===== config.mk =====
export PLATFORM = sky130hd
export DESIGN_NAME = phtab_ctrl
export DESIGN_NICKNAME = d
export VERILOG_FILES = /design/src/hdl/phtab_pkg.sv /design/src/hdl/phtab_ctrl.sv
export SDC_FILE = /design/constraint.sdc
export NUM_CORES = 1
export LEC_CHECK = 0
export BUFFER_PORTS_ARGS = -buffer_cell sky130_fd_sc_hd__buf_2
export CORE_MARGIN = 5
export CORE_UTILIZATION = 51
export CTS_CLUSTER_DIAMETER = 200
export DETAILED_ROUTE_END_ITERATION = 10
export PLACE_DENSITY = 0.78
export SLEW_MARGIN = 0
export SYNTH_ARGS = -nofsm -noshare
export SYNTH_HDL_FRONTEND = slang
export SYNTH_SLANG_ARGS = --single-unit

===== constraint.sdc =====
create_clock -name i_clk -period 9.5 [get_ports i_clk]
set_clock_uncertainty 0.2 [all_clocks]
set_input_delay 1.9 -clock i_clk [delete_from_list [all_inputs] [get_ports i_clk]]
set_output_delay 1.9 -clock i_clk [all_outputs]
set_load 0.02 [all_outputs]

===== src/hdl/phtab_pkg.sv =====
// ----------------------------------------------------------------------------
// Page address hash table package
// Shared constants, codes and types for the page address hash table.
// ----------------------------------------------------------------------------
package phtab_pkg;

    localparam int CAP_LOG2   = 10;
    localparam int PAGE_SHIFT = 12;
    localparam int ADDR_BITS  = 48;
    localparam int TAG_BITS   = 16;

    localparam int CAP        = 1 << CAP_LOG2;
    localparam int PAGE_BITS  = ADDR_BITS - PAGE_SHIFT;
    localparam int CNT_BITS   = CAP_LOG2 + 1;
    localparam int LEN_BITS   = 16;
    localparam int LOAD_BITS  = CNT_BITS + 4;

    localparam logic [CAP_LOG2-1:0]  IDX_ONE    = CAP_LOG2'(1);
    localparam logic [CAP_LOG2-1:0]  IDX_LAST   = '1;
    localparam logic [CNT_BITS-1:0]  CNT_ONE    = CNT_BITS'(1);
    localparam logic [CNT_BITS-1:0]  CNT_CAP    = CNT_BITS'(CAP);
    localparam logic [LEN_BITS-1:0]  LEN_ONE    = LEN_BITS'(1);
    localparam logic [LEN_BITS-1:0]  LEN_ZERO   = '0;
    localparam logic [PAGE_BITS-1:0] PAGE_ONE   = PAGE_BITS'(1);
    localparam logic [LOAD_BITS-1:0] LOAD_LIMIT = LOAD_BITS'(7 * CAP);

    localparam logic       OP_LOOKUP = 1'b0;
    localparam logic       OP_INSERT = 1'b1;

    localparam logic [1:0] ST_OK   = 2'd0;
    localparam logic [1:0] ST_MISS = 2'd1;
    localparam logic [1:0] ST_FULL = 2'd2;

    typedef enum logic [1:0] {
        S_CLEAR,
        S_IDLE,
        S_READ,
        S_CMP
    } t_state;

    typedef struct packed {
        logic                 valid;
        logic [PAGE_BITS-1:0] page;
        logic [TAG_BITS-1:0]  tag;
    } t_entry;

    typedef struct packed {
        logic                we;
        logic [CAP_LOG2-1:0] addr;
        t_entry              wdata;
    } t_mem_req;

endpackage


===== src/hdl/phtab_ctrl.sv =====
// ----------------------------------------------------------------------------
// Probe sequencer
// Walks the triangular probe sequence with one shared index adder, reading
// then comparing each slot, and handles lookup, insert, full table and clearing.
// ----------------------------------------------------------------------------
module phtab_ctrl (
    input  logic                            i_clk,
    input  logic                            i_rst_n,
    input  logic                            start,
    output logic                            busy,
    input  logic                            i_op,
    input  logic [phtab_pkg::ADDR_BITS-1:0] i_address,
    input  logic [phtab_pkg::LEN_BITS-1:0]  i_page_count,
    input  logic [phtab_pkg::TAG_BITS-1:0]  i_block_tag,
    output phtab_pkg::t_mem_req             o_req,
    output logic [phtab_pkg::CAP_LOG2-1:0]  o_rd_addr,
    input  phtab_pkg::t_entry               i_rd_data,
    output logic                            o_strobe,
    output logic [1:0]                      o_status,
    output logic [phtab_pkg::TAG_BITS-1:0]  o_found_tag,
    output logic [phtab_pkg::LEN_BITS-1:0]  o_pages_stored,
    output logic [phtab_pkg::CNT_BITS-1:0]  o_occupancy
);

    phtab_pkg::t_state                r_state, n_state;
    logic                             r_op, n_op;
    logic [phtab_pkg::PAGE_BITS-1:0]  r_page, n_page;
    logic [phtab_pkg::TAG_BITS-1:0]   r_tag, n_tag;
    logic [phtab_pkg::LEN_BITS-1:0]   r_remaining, n_remaining;
    logic [phtab_pkg::LEN_BITS-1:0]   r_stored, n_stored;
    logic [phtab_pkg::CAP_LOG2-1:0]   r_k, n_k;
    logic [phtab_pkg::CAP_LOG2-1:0]   r_idx, n_idx;
    logic [phtab_pkg::CNT_BITS-1:0]   r_valid_cnt, n_valid_cnt;
    logic                             r_strobe, n_strobe;
    logic [1:0]                       r_status, n_status;
    logic [phtab_pkg::TAG_BITS-1:0]   r_found, n_found;

    logic [phtab_pkg::PAGE_BITS-1:0]  in_page;
    logic [phtab_pkg::PAGE_BITS-1:0]  page_inc;
    logic [phtab_pkg::CAP_LOG2-1:0]   idx_sum;
    logic                             slot_hit;
    logic                             slot_free;
    logic                             k_last;
    logic                             last_page;
    logic                             zero_insert;
    logic                             finish;

    // shared probe adder: next triangular slot, or next slot while clearing
    assign idx_sum     = r_idx + r_k + phtab_pkg::IDX_ONE;
    assign page_inc    = r_page + phtab_pkg::PAGE_ONE;
    assign in_page     = i_address[phtab_pkg::ADDR_BITS-1:phtab_pkg::PAGE_SHIFT];
    assign slot_hit    = i_rd_data.valid && (i_rd_data.page == r_page);
    assign slot_free   = !i_rd_data.valid;
    assign k_last      = (r_k == phtab_pkg::IDX_LAST);
    assign last_page   = (r_remaining == phtab_pkg::LEN_ONE);
    assign zero_insert = (i_op == phtab_pkg::OP_INSERT) && (i_page_count == phtab_pkg::LEN_ZERO);
    assign finish      = (slot_hit || slot_free)
                         ? ((r_op == phtab_pkg::OP_LOOKUP) || last_page) : k_last;

    always_comb begin
        n_state = r_state;
        case (r_state)
            phtab_pkg::S_CLEAR: begin
                if (r_idx == phtab_pkg::IDX_LAST) begin
                    n_state = phtab_pkg::S_IDLE;
                end
            end
            phtab_pkg::S_IDLE: begin
                if (start && !zero_insert) begin
                    n_state = phtab_pkg::S_READ;
                end
            end
            phtab_pkg::S_READ: begin
                n_state = phtab_pkg::S_CMP;
            end
            phtab_pkg::S_CMP: begin
                n_state = finish ? phtab_pkg::S_IDLE : phtab_pkg::S_READ;
            end
            default: begin
                n_state = phtab_pkg::S_IDLE;
            end
        endcase
    end

    always_comb begin
        n_op        = r_op;
        n_page      = r_page;
        n_tag       = r_tag;
        n_remaining = r_remaining;
        n_stored    = r_stored;
        n_k         = r_k;
        n_idx       = r_idx;
        n_valid_cnt = r_valid_cnt;
        n_strobe    = 1'b0;
        n_status    = r_status;
        n_found     = r_found;
        o_req.we    = 1'b0;
        o_req.addr  = r_idx;
        o_req.wdata = '{valid: 1'b1, page: r_page, tag: r_tag};
        case (r_state)
            phtab_pkg::S_CLEAR: begin
                o_req.we    = 1'b1;
                o_req.wdata = '0;
                n_idx       = idx_sum;
            end
            phtab_pkg::S_IDLE: begin
                if (start) begin
                    n_op        = i_op;
                    n_page      = in_page;
                    n_tag       = i_block_tag;
                    n_remaining = i_page_count;
                    n_stored    = phtab_pkg::LEN_ZERO;
                    n_k         = '0;
                    n_idx       = in_page[phtab_pkg::CAP_LOG2-1:0];
                    n_found     = '0;
                    if (zero_insert) begin
                        n_strobe = 1'b1;
                        n_status = phtab_pkg::ST_OK;
                    end
                end
            end
            phtab_pkg::S_CMP: begin
                if (slot_hit || slot_free) begin
                    if (r_op == phtab_pkg::OP_LOOKUP) begin
                        n_strobe = 1'b1;
                        n_status = slot_hit ? phtab_pkg::ST_OK : phtab_pkg::ST_MISS;
                        n_found  = slot_hit ? i_rd_data.tag : '0;
                    end else begin
                        o_req.we = 1'b1;
                        n_stored = r_stored + phtab_pkg::LEN_ONE;
                        if (slot_free) begin
                            n_valid_cnt = r_valid_cnt + phtab_pkg::CNT_ONE;
                        end
                        if (last_page) begin
                            n_strobe = 1'b1;
                            n_status = phtab_pkg::ST_OK;
                        end else begin
                            n_page      = page_inc;
                            n_remaining = r_remaining - phtab_pkg::LEN_ONE;
                            n_k         = '0;
                            n_idx       = page_inc[phtab_pkg::CAP_LOG2-1:0];
                        end
                    end
                end else if (k_last) begin
                    n_strobe = 1'b1;
                    n_status = (r_op == phtab_pkg::OP_LOOKUP)
                               ? phtab_pkg::ST_MISS : phtab_pkg::ST_FULL;
                end else begin
                    n_k   = r_k + phtab_pkg::IDX_ONE;
                    n_idx = idx_sum;
                end
            end
            default: begin
            end
        endcase
    end

    always_ff @(posedge i_clk) begin
        if (!i_rst_n) begin
            r_state     <= phtab_pkg::S_CLEAR;
            r_k         <= '0;
            r_idx       <= '0;
            r_valid_cnt <= '0;
            r_strobe    <= 1'b0;
        end else begin
            r_state     <= n_state;
            r_k         <= n_k;
            r_idx       <= n_idx;
            r_valid_cnt <= n_valid_cnt;
            r_strobe    <= n_strobe;
        end
    end

    always_ff @(posedge i_clk) begin
        r_op        <= n_op;
        r_page      <= n_page;
        r_tag       <= n_tag;
        r_remaining <= n_remaining;
        r_stored    <= n_stored;
        r_status    <= n_status;
        r_found     <= n_found;
    end

    assign busy           = (r_state != phtab_pkg::S_IDLE);
    assign o_rd_addr      = r_idx;
    assign o_strobe       = r_strobe;
    assign o_status       = r_status;
    assign o_found_tag    = r_found;
    assign o_pages_stored = r_stored;
    assign o_occupancy    = r_valid_cnt;

`ifndef SYNTH
    a_cnt_bound: assert property (@(posedge i_clk) disable iff (!i_rst_n)
        r_valid_cnt <= phtab_pkg::CNT_CAP)
        else $error("occupancy above capacity");

    a_cnt_step: assert property (@(posedge i_clk) disable iff (!i_rst_n)
        $past(i_rst_n) |-> (r_valid_cnt == $past(r_valid_cnt)) ||
                           (r_valid_cnt == $past(r_valid_cnt) + phtab_pkg::CNT_ONE))
        else $error("occupancy moved by more than one");

    a_we_state: assert property (@(posedge i_clk) disable iff (!i_rst_n)
        o_req.we |-> (r_state == phtab_pkg::S_CMP) || (r_state == phtab_pkg::S_CLEAR))
        else $error("slot write outside probe or clear");

    a_full_insert: assert property (@(posedge i_clk) disable iff (!i_rst_n)
        r_strobe && (r_status == phtab_pkg::ST_FULL) |-> (r_op == phtab_pkg::OP_INSERT))
        else $error("full status on a lookup");

    a_strobe_src: assert property (@(posedge i_clk) disable iff (!i_rst_n)
        $past(i_rst_n) && r_strobe |-> ($past(r_state) == phtab_pkg::S_CMP) ||
                                       ($past(r_state) == phtab_pkg::S_IDLE))
        else $error("result word from wrong state");
`endif

endmodule

* Word level (Yosys, flattened, before mapping) *
Cells that the tools add are included.

word-level totals
  bits in registers = 137
  bits of input ports = 137
  output and inout port bits = 121
  word-level logic and storage cells = 117

cells by class
  add/sub/neg operators = 7
  eq/ne operators = 21
  mux-type cells = 55
  bitwise logic cells = 2
  reduce and logical (&&, ||, !) cells = 20

operators by type and width
  cell                   count
  $mux 16                10
  $mux 36                4
  $mux 10                10
  $pmux 16 s2            3
  $pmux 36 s2            1
  $mux 53                1
  $add 36x1->36 const B  1
  $eq 36x36->1           1
  $pmux 10 s3            1
  $add 10x1->10 const B  2
  $eq 10x10->1 const B   2
  $mux 2                 10
  $pmux 10 s2            1
  $reduce_and 5->1       4
  $add 16x1->16 const B  1
  $eq 16x1->1 const B    1
  $logic_not 16->1       1
  $ne 2x2->1 const B     8
  $sub 16x1->16 const B  1
  $ne 3x3->1 const B     4
  $reduce_and 4->1       3
  $add 11x1->11 const B  1
  $add 10x10->10         1
  $mux 1                 10
  15 further kinds       23

* Longest topological paths before layout *
Gate-level depths: netlist of run 1.

  word-level depth = 6
  gate-level depth with buffers = 10

* Least setup slack after synthesis of run 1 *
Ideal clock, no wire load.

  path type = input to register
  start point = input port i_rd_data[17] (netlist bit)
  end point = register r_page[0] (netlist bit) (enable)
  arrival = 5.288 ns
  path slack = 3.550 ns
  stages on the path = 6
  cell sequence = xor2_1 -> nor4_1 -> nand4_1 -> o31ai_1 -> a31oi_1 -> nor2_1

between the ends
  longest elaborated chain between the ends = 5

RTL lines
  item                        line               text
  start, declared             phtab_ctrl.sv:17   input phtab_pkg::t_entry i_rd_data,
  $eq 36x36->1                phtab_ctrl.sv:52   assign slot_hit = i_rd_data.valid && (i_rd_data.page == r_page);
  $logic_and 1x1->1           phtab_ctrl.sv:52
  $logic_or 1x1->1            phtab_ctrl.sv:123  if (slot_hit || slot_free) begin
  $ne 2x2->1 (no line)        -
  $reduce_and 5->1 (no line)  -
  end signal, assigned        phtab_ctrl.sv:176  r_page <= n_page;
  end, declared               phtab_ctrl.sv:27   logic [phtab_pkg::PAGE_BITS-1:0] r_page, n_page;

Every way passes these cells.
A chain may end at the register's enable or synchronous reset.

==> results of run 1 <==
[worst min path at each step]
stage	cells after the start	endpoint	slack, ns
global placement	2	o_occupancy[7]	0.28
global route	2	o_occupancy[5]	0.33
finish	2	o_occupancy[5]	0.30
detailed placement	2	o_occupancy[5]	0.30
floorplan	2	r_k[0]	0.28
CTS	2	o_occupancy[5]	0.31
[synth_stat cells (19+ instances only)]
master	number	share of area (%)
nor2_1	105	4.8
edfxtp_1	103	38
xor2_1	78	8.4
a21oi_1	73	4.5
nor2b_1	55	4.2
nand2_1	54	2.5
o21ai_0	36	2.2
dfxtp_1	34	8.3
clkbuf_1	27	1.2
xnor2_1	27	2.9
nand3_1	24	1.5
and2_1	21	1.6
ha_1	19	2.9
inv_1	19	0.87
[logic make-up (layout without fill, tap and decap cells)]
| family | Yosys count | count (layout) | synth area share, % |
|---|---|---|---|
| compound gates | 162 | 162 | 12.05 |
| xor+xnor | 107 | 107 | 11.64 |
| fa+ha+maj | 20 | 20 | 3.151 |
| buf+inv | 65 | 303 | 3.748 |
| flops | 137 | 137 | 46.14 |
| mux | 3 | 3 | 0.3824 |
| simple gates | 357 | 357 | 22.89 |
[area by class of cell]
type                    count  area (sq um)
clock buffers              17         425.4
flip-flops and latches    137          3774
clock inverters            15         140.1
well taps                 216         270.3
multi-input cells         649          4121
fillers                  1356          5751
inverters                  20         75.07
repair buffers            251          1271
[power groups by stage]
stage	clock, mW	combinational (mW)	sequential (mW)
after floorplan	0	0.0287	0.656
after global placement	0	0.0644	0.656
after detailed placement	0	0.0660	0.656
after CTS	0.648	0.0662	0.643
after global routing	0.676	0.0727	0.643
final	0.635	0.0664	0.643
[worst min-delay path: stages, from the launching register on]
cell     delay [ns]
dfxtp_1        0.33
o21ai_0        0.07
a21oi_1        0.06
[stage by stage]
stage | hold WS (ns) | std cells | setup slack (ns) | util, %
floorplan | 0.2752 | 851 | 3.550 | -
global placement | 0.2845 | 1273 | 3.431 | 60.09
detailed placement | 0.3010 | 1273 | 3.484 | 60.09
CTS | 0.3139 | 1305 | 3.448 | 63.67
global route | 0.3349 | 1305 | 3.314 | 63.67
finish | 0.3049 | 1305 | 3.430 | 63.67
[routing by layer]
| metal | vias to the layer above | global-route usage [%] |
|---|---|---|
| met2 | 261 | 38.03 |
| met4 | 2 | 8.679 |
| met1 | 3408 | 30.46 |
| met5 | - | 0 |
| met3 | 29 | 5.478 |
| li1 | 3491 | - |
[sequential cells by signal, summed over array words and instances (netlist names)]
name / count
r_remaining: 16
r_op: 1
r_page: 36
r_state: 2
o_status: 2
o_pages_stored: 16
o_rd_addr: 10
o_strobe: 1
o_occupancy: 11
r_k: 10
o_found_tag: 16
r_tag: 16
==> flow_summary.ini, run 1 <==
[layout]
drive_above_1_share_pct = 27.55
final_cell_mix = buf_2, nor2_1, edfxtp_1
fin_nets = 1233
mostFrequentLayoutCell = buf_2
area_delta_synth_final_pct = 23.21
final_area_sq_um = 10080
n_antenna_cell = 0

[grt]
grt_pass1_wl_microns = 34140
track_usage_pct = 23.39
overflow = 0
antenna_found_initial = 1
grt_max_degree = 109
grt_pass1_vias = 6728

[floorplanning]
start_util_pct = 51.68
coreArea_sq_um = 15830
die_y_microns = 136.6
rows = 46
io_pins = 258
die_x_microns = 136.6
die_area_sq_um = 18670

[yosys]
synth_seq_cells = 137
seq_area_frac_synth_pct = 46.14
ys_types = 60
async_flop_share_pct = 0
avgSynthCellArea_sq_um = 9.611
syn_area_sq_um = 8179
synthesis.nets = 1008
synth_flop_cell = edfxtp_1
synth-edff-count = 103
netlist_instances = 851
synth-warning-count = 0

[place]
numPortBuffers = 245
globalplace.congestion = 0.8914
place_area_sq_um = 9512
dp.final_hpwl_microns = 16810

[routing]
ant_nets = 0
drt_iter0_markers = 447
routed_wl_microns = 22450
dr_wl_met3_microns = 1776
top_layer_used = met5
drc = 0
wl_per_cell_microns = 17.20
wl_met1_microns = 9412
wl_met2_microns = 10810
viasPerCell = 5.510
drt_first_pass_iters = 5
via_count = 7191

[clocking]
cts.repair.resized = 0
clock-root-buffer = clkbuf_16
cts_max_level = 4
insertion_delay_ns = 0.41
clk_pin_slew_worst_paths_ns = 0.06
cts-buffers-inserted = 17
tritoncts = built
hold_buffers = 0
post_cts_buffers = 0
clock-sinks = 137
clk_path_buf_depth = 2

[power]
leakage_nw = 4.181
peakVddDrop_mv = 0.1176
p_per_area_nw_per_um2 = 133.4
total_power_mw = 1.345
power_frac_seq_pct = 47.8
clkPwrFrac_pct = 47.3
sw_frac_of_total_pct = 22.86
p_sw_mw = 0.3075
p_comb_share_pct = 4.9
p_int_mw = 1.037

[timing]
clock.fmax_ghz = 0.1648
post-route-min-period_ns = 6.070
rsz0062_at_grt = no
tns_ns = 0
slew_violations = 0
tightest_slew_ns = 1.075
setup_viol = 0
hold_violations = 0
max_slew_margin_pct = 28.35
fin_crit_sh_pct = 63.89

[critical_path]
cp_num_buf_inv = 2
critPathMaxFanout = 4
reg2reg_from = r_state[1]
crit_path_start_kind = input pin
timing.critical_path.mode_cell = buf_2
critical_path.top_delay_family = simple AND/OR/NAND/NOR gates
r2r-end = o_rd_addr[8]
path_cells = buf_2, xor2_1, nor4_1, nand4_1, o31ai_1, nand3_1, a21oi_1, buf_2
rr_worst_depth = 6
rrSetupSlack_ns = 5.77
crit_slowest_cell = o31ai_1
crit_type = in -> out
path_depth = 8
endpoint = o_req[63]
crit_required_ns = 7.40
worstPathArrival_ns = 3.97
crit_path_end_kind = output port
slowest_delay_ns = 0.57
setup.worst_path.start = i_rd_data[17]

[min_path]
hp-class = reg -> reg
hp-start = o_occupancy[5]

[flow_run]
drv_cap = 0

[run_status]
status = finished, final reports clean
Note: power is estimated with default switching activity, not from simulation.
==> run 2, diff against run 1 <==
ABC_AREA = 1   (was unset)
CORE_UTILIZATION = 48   (was 51)
PLACE_DENSITY = 0.76   (was 0.78)
clock period = 5.1 ns   (was 9.5 ns; I/O delays follow)
==> flow_summary.ini, run 2 <==
[grt]
antenna_found_initial = 3
overflow = 0
grt_pass1_wl_microns = 39790
grt_pass1_vias = 7855
grt_max_degree = 55
track_usage_pct = 22.87

[clocking]
cts-buffers-inserted = 17
clock-sinks = 137
cts_max_level = 4
hold_buffers = 0
clk_path_buf_depth = 2
insertion_delay_ns = 0.42
post_cts_buffers = 0
tritoncts = built
clock-root-buffer = clkbuf_16
clk_pin_slew_worst_paths_ns = 0.06
cts.repair.resized = 0

[yosys]
synth_mux_area_share_pct = 0.1282
synth_area_leaders = edfxtp_1, nand2_1, nor2_1
syn_area_sq_um = 8782
netlist_instances = 1165
synthXorXnorAreaFrac_pct = 7.081
synthesis.nets = 1322
synth_compound_area_share_pct = 7.423
synth-simple-area-share_pct = 29.93
synth_top_family_by_area = simple AND/OR/NAND/NOR gates
ys_types = 43
avgSynthCellArea_sq_um = 7.538
synth-warning-count = 0
synth_commonest_cells = nand2_1, nor2_1, inv_1
synth_adder_area_share_pct = 2.935
synthDominantCellAreaShare_pct = 35.22
synth_flop_cell = edfxtp_1
seq_area_frac_synth_pct = 42.97
yosysTopAreaCell = edfxtp_1
async_flop_share_pct = 0
post-synth-top-count-cell = nand2_1
synth-edff-count = 103
synth_seq_cells = 137

[layout]
area_delta_synth_final_pct = 22.30
top_register = r_page
final_cell_mix = nand2_1, buf_2, nor2_1
final_area_sq_um = 10740
seq_area_sq_um = 3774
postLayoutCoreUtil_pct = 59.79
fin_nets = 1548
largest_reg_flops = 36
fillers = 1672
multiInputGateArea_sq_um = 4177
mostFrequentLayoutCell = nand2_1
stdcell_count = 1633
drive_above_1_share_pct = 22.45

[critical_path]
slowest_delay_ns = 0.25
critPathMaxFanout = 18
rr_worst_depth = 9
crit_required_ns = 3.88
crit_type = in -> out
critical_path.top_delay_family = simple AND/OR/NAND/NOR gates
path_cells = buf_2, inv_1, nand2_1, nand2_1, nand2_1, nor2_1, nand2_1, nor2_1, nand3_4, nand2_4, nand2_1, a21oi_1, buf_2
crit_slowest_cell = nand2_4
crit_path_end_kind = output port
crit_path_start_kind = input pin
cp_num_buf_inv = 3
timing.critical_path.mode_cell = nand2_1
worstPathArrival_ns = 2.66
path_depth = 13

[min_path]
hold_depth = 1
hp-class = reg -> reg

[place]
numPortBuffers = 245
dp_cells = 1601
dp.final_hpwl_microns = 18760
place_area_sq_um = 10130
pre_cts_slack_ns = 0.9470
globalplace.congestion = 0.9159

[floorplanning]
die_y_microns = 145.3
start_util_pct = 48.89
die_area_sq_um = 21100
die_x_microns = 145.3
io_pins = 258
rows = 49
coreArea_sq_um = 17960

[timing]
tightest_slew_ns = 1.114
setup_viol = 0
tns_ns = 0
hold_ws_ns = 0.2541
setup_ws_ns = 1.220
slew_violations = 0
clock.fmax_ghz = 0.2577
max_slew_margin_pct = 25.74
hold_violations = 0
post-route-min-period_ns = 3.880
fin_crit_sh_pct = 76.09
rsz0062_at_grt = no

[routing]
drt_first_pass_iters = 6
viasPerCell = 5.083
drc = 0
via_count = 8300
ant_nets = 0
drt_iter0_markers = 653
routed_wl_microns = 24690
wl_per_cell_microns = 15.12

[run_status]
status = finished, final reports clean

[power]
peakVddDrop_mv = 0.2357
total_power_mw = 4.159
leakage_nw = 5.118
p_per_area_nw_per_um2 = 387.3

[flow_run]
drv_cap = 0
-- run 2: changes by cell type after synthesis, sizes merged, moves of 22 or more --
cell / change
nor2b: -55
nor2: +87
nand3: +27
xor2: -40
nand2: +233
inv: +144
and2: -22
-- run 2: kinds of logic (layout without fill, tap and decap cells) --
logic type      Yosys count  count (layout)
flops                   137             137
compound gates          123             123
buf+inv                 207             445
xor+xnor                 71              71
simple gates            606             606
fa+ha+maj                20              20
other cells               0               1
mux                       1               1
-- run 2: path summary, 6_finish.rpt --
path	start	to	slack (ns)
worst max-delay path	i_rd_data[16]	o_req[63]	1.22
worst min-delay path	o_occupancy[10]	o_occupancy[10]	0.25
worst max register to register	r_state[0]	r_remaining[9]	1.39
worst min register to register	o_occupancy[10]	o_occupancy[10]	0.25
-- run 2: layout make-up --
class	instances	share of cell area, %
Multi-Input combinational cell	821	38.89
Sequential cell	137	35.14
Timing Repair Buffer	250	11.88
Inverter	164	5.732
Clock buffer	19	4.031
Tap cell	229	2.668
Clock inverter	12	1.643
Antenna cell	1	0.02330
-- run 2: power by group --
part           internal [mW]  switching (mW)
sequential              1.41           0.164
combinational          0.434           0.864
clock                  0.814           0.477
total                   2.65            1.50
-- run 2: per-layer routing --
metal | vias to the layer above | global-route usage, % | wire length (microns)
met1 | 3686 | 29.58 | 10560
li1 | 4207 | - | -
met3 | 42 | 6.642 | 2162
met2 | 361 | 37.02 | 11420
met5 | - | 0 | 24
met4 | 4 | 7.509 | 530
-- run 2: worst reg2reg max path, stage by stage, from the launching register on --
cell	delay, ns
dfxtp_1	0.42
ha_2	0.66
nor2_1	0.22
nor2_1	0.68
nand2_1	0.16
nor2_1	0.12
buf_4	0.27
o21ai_0	0.23
inv_2	0.11
buf_12	0.28
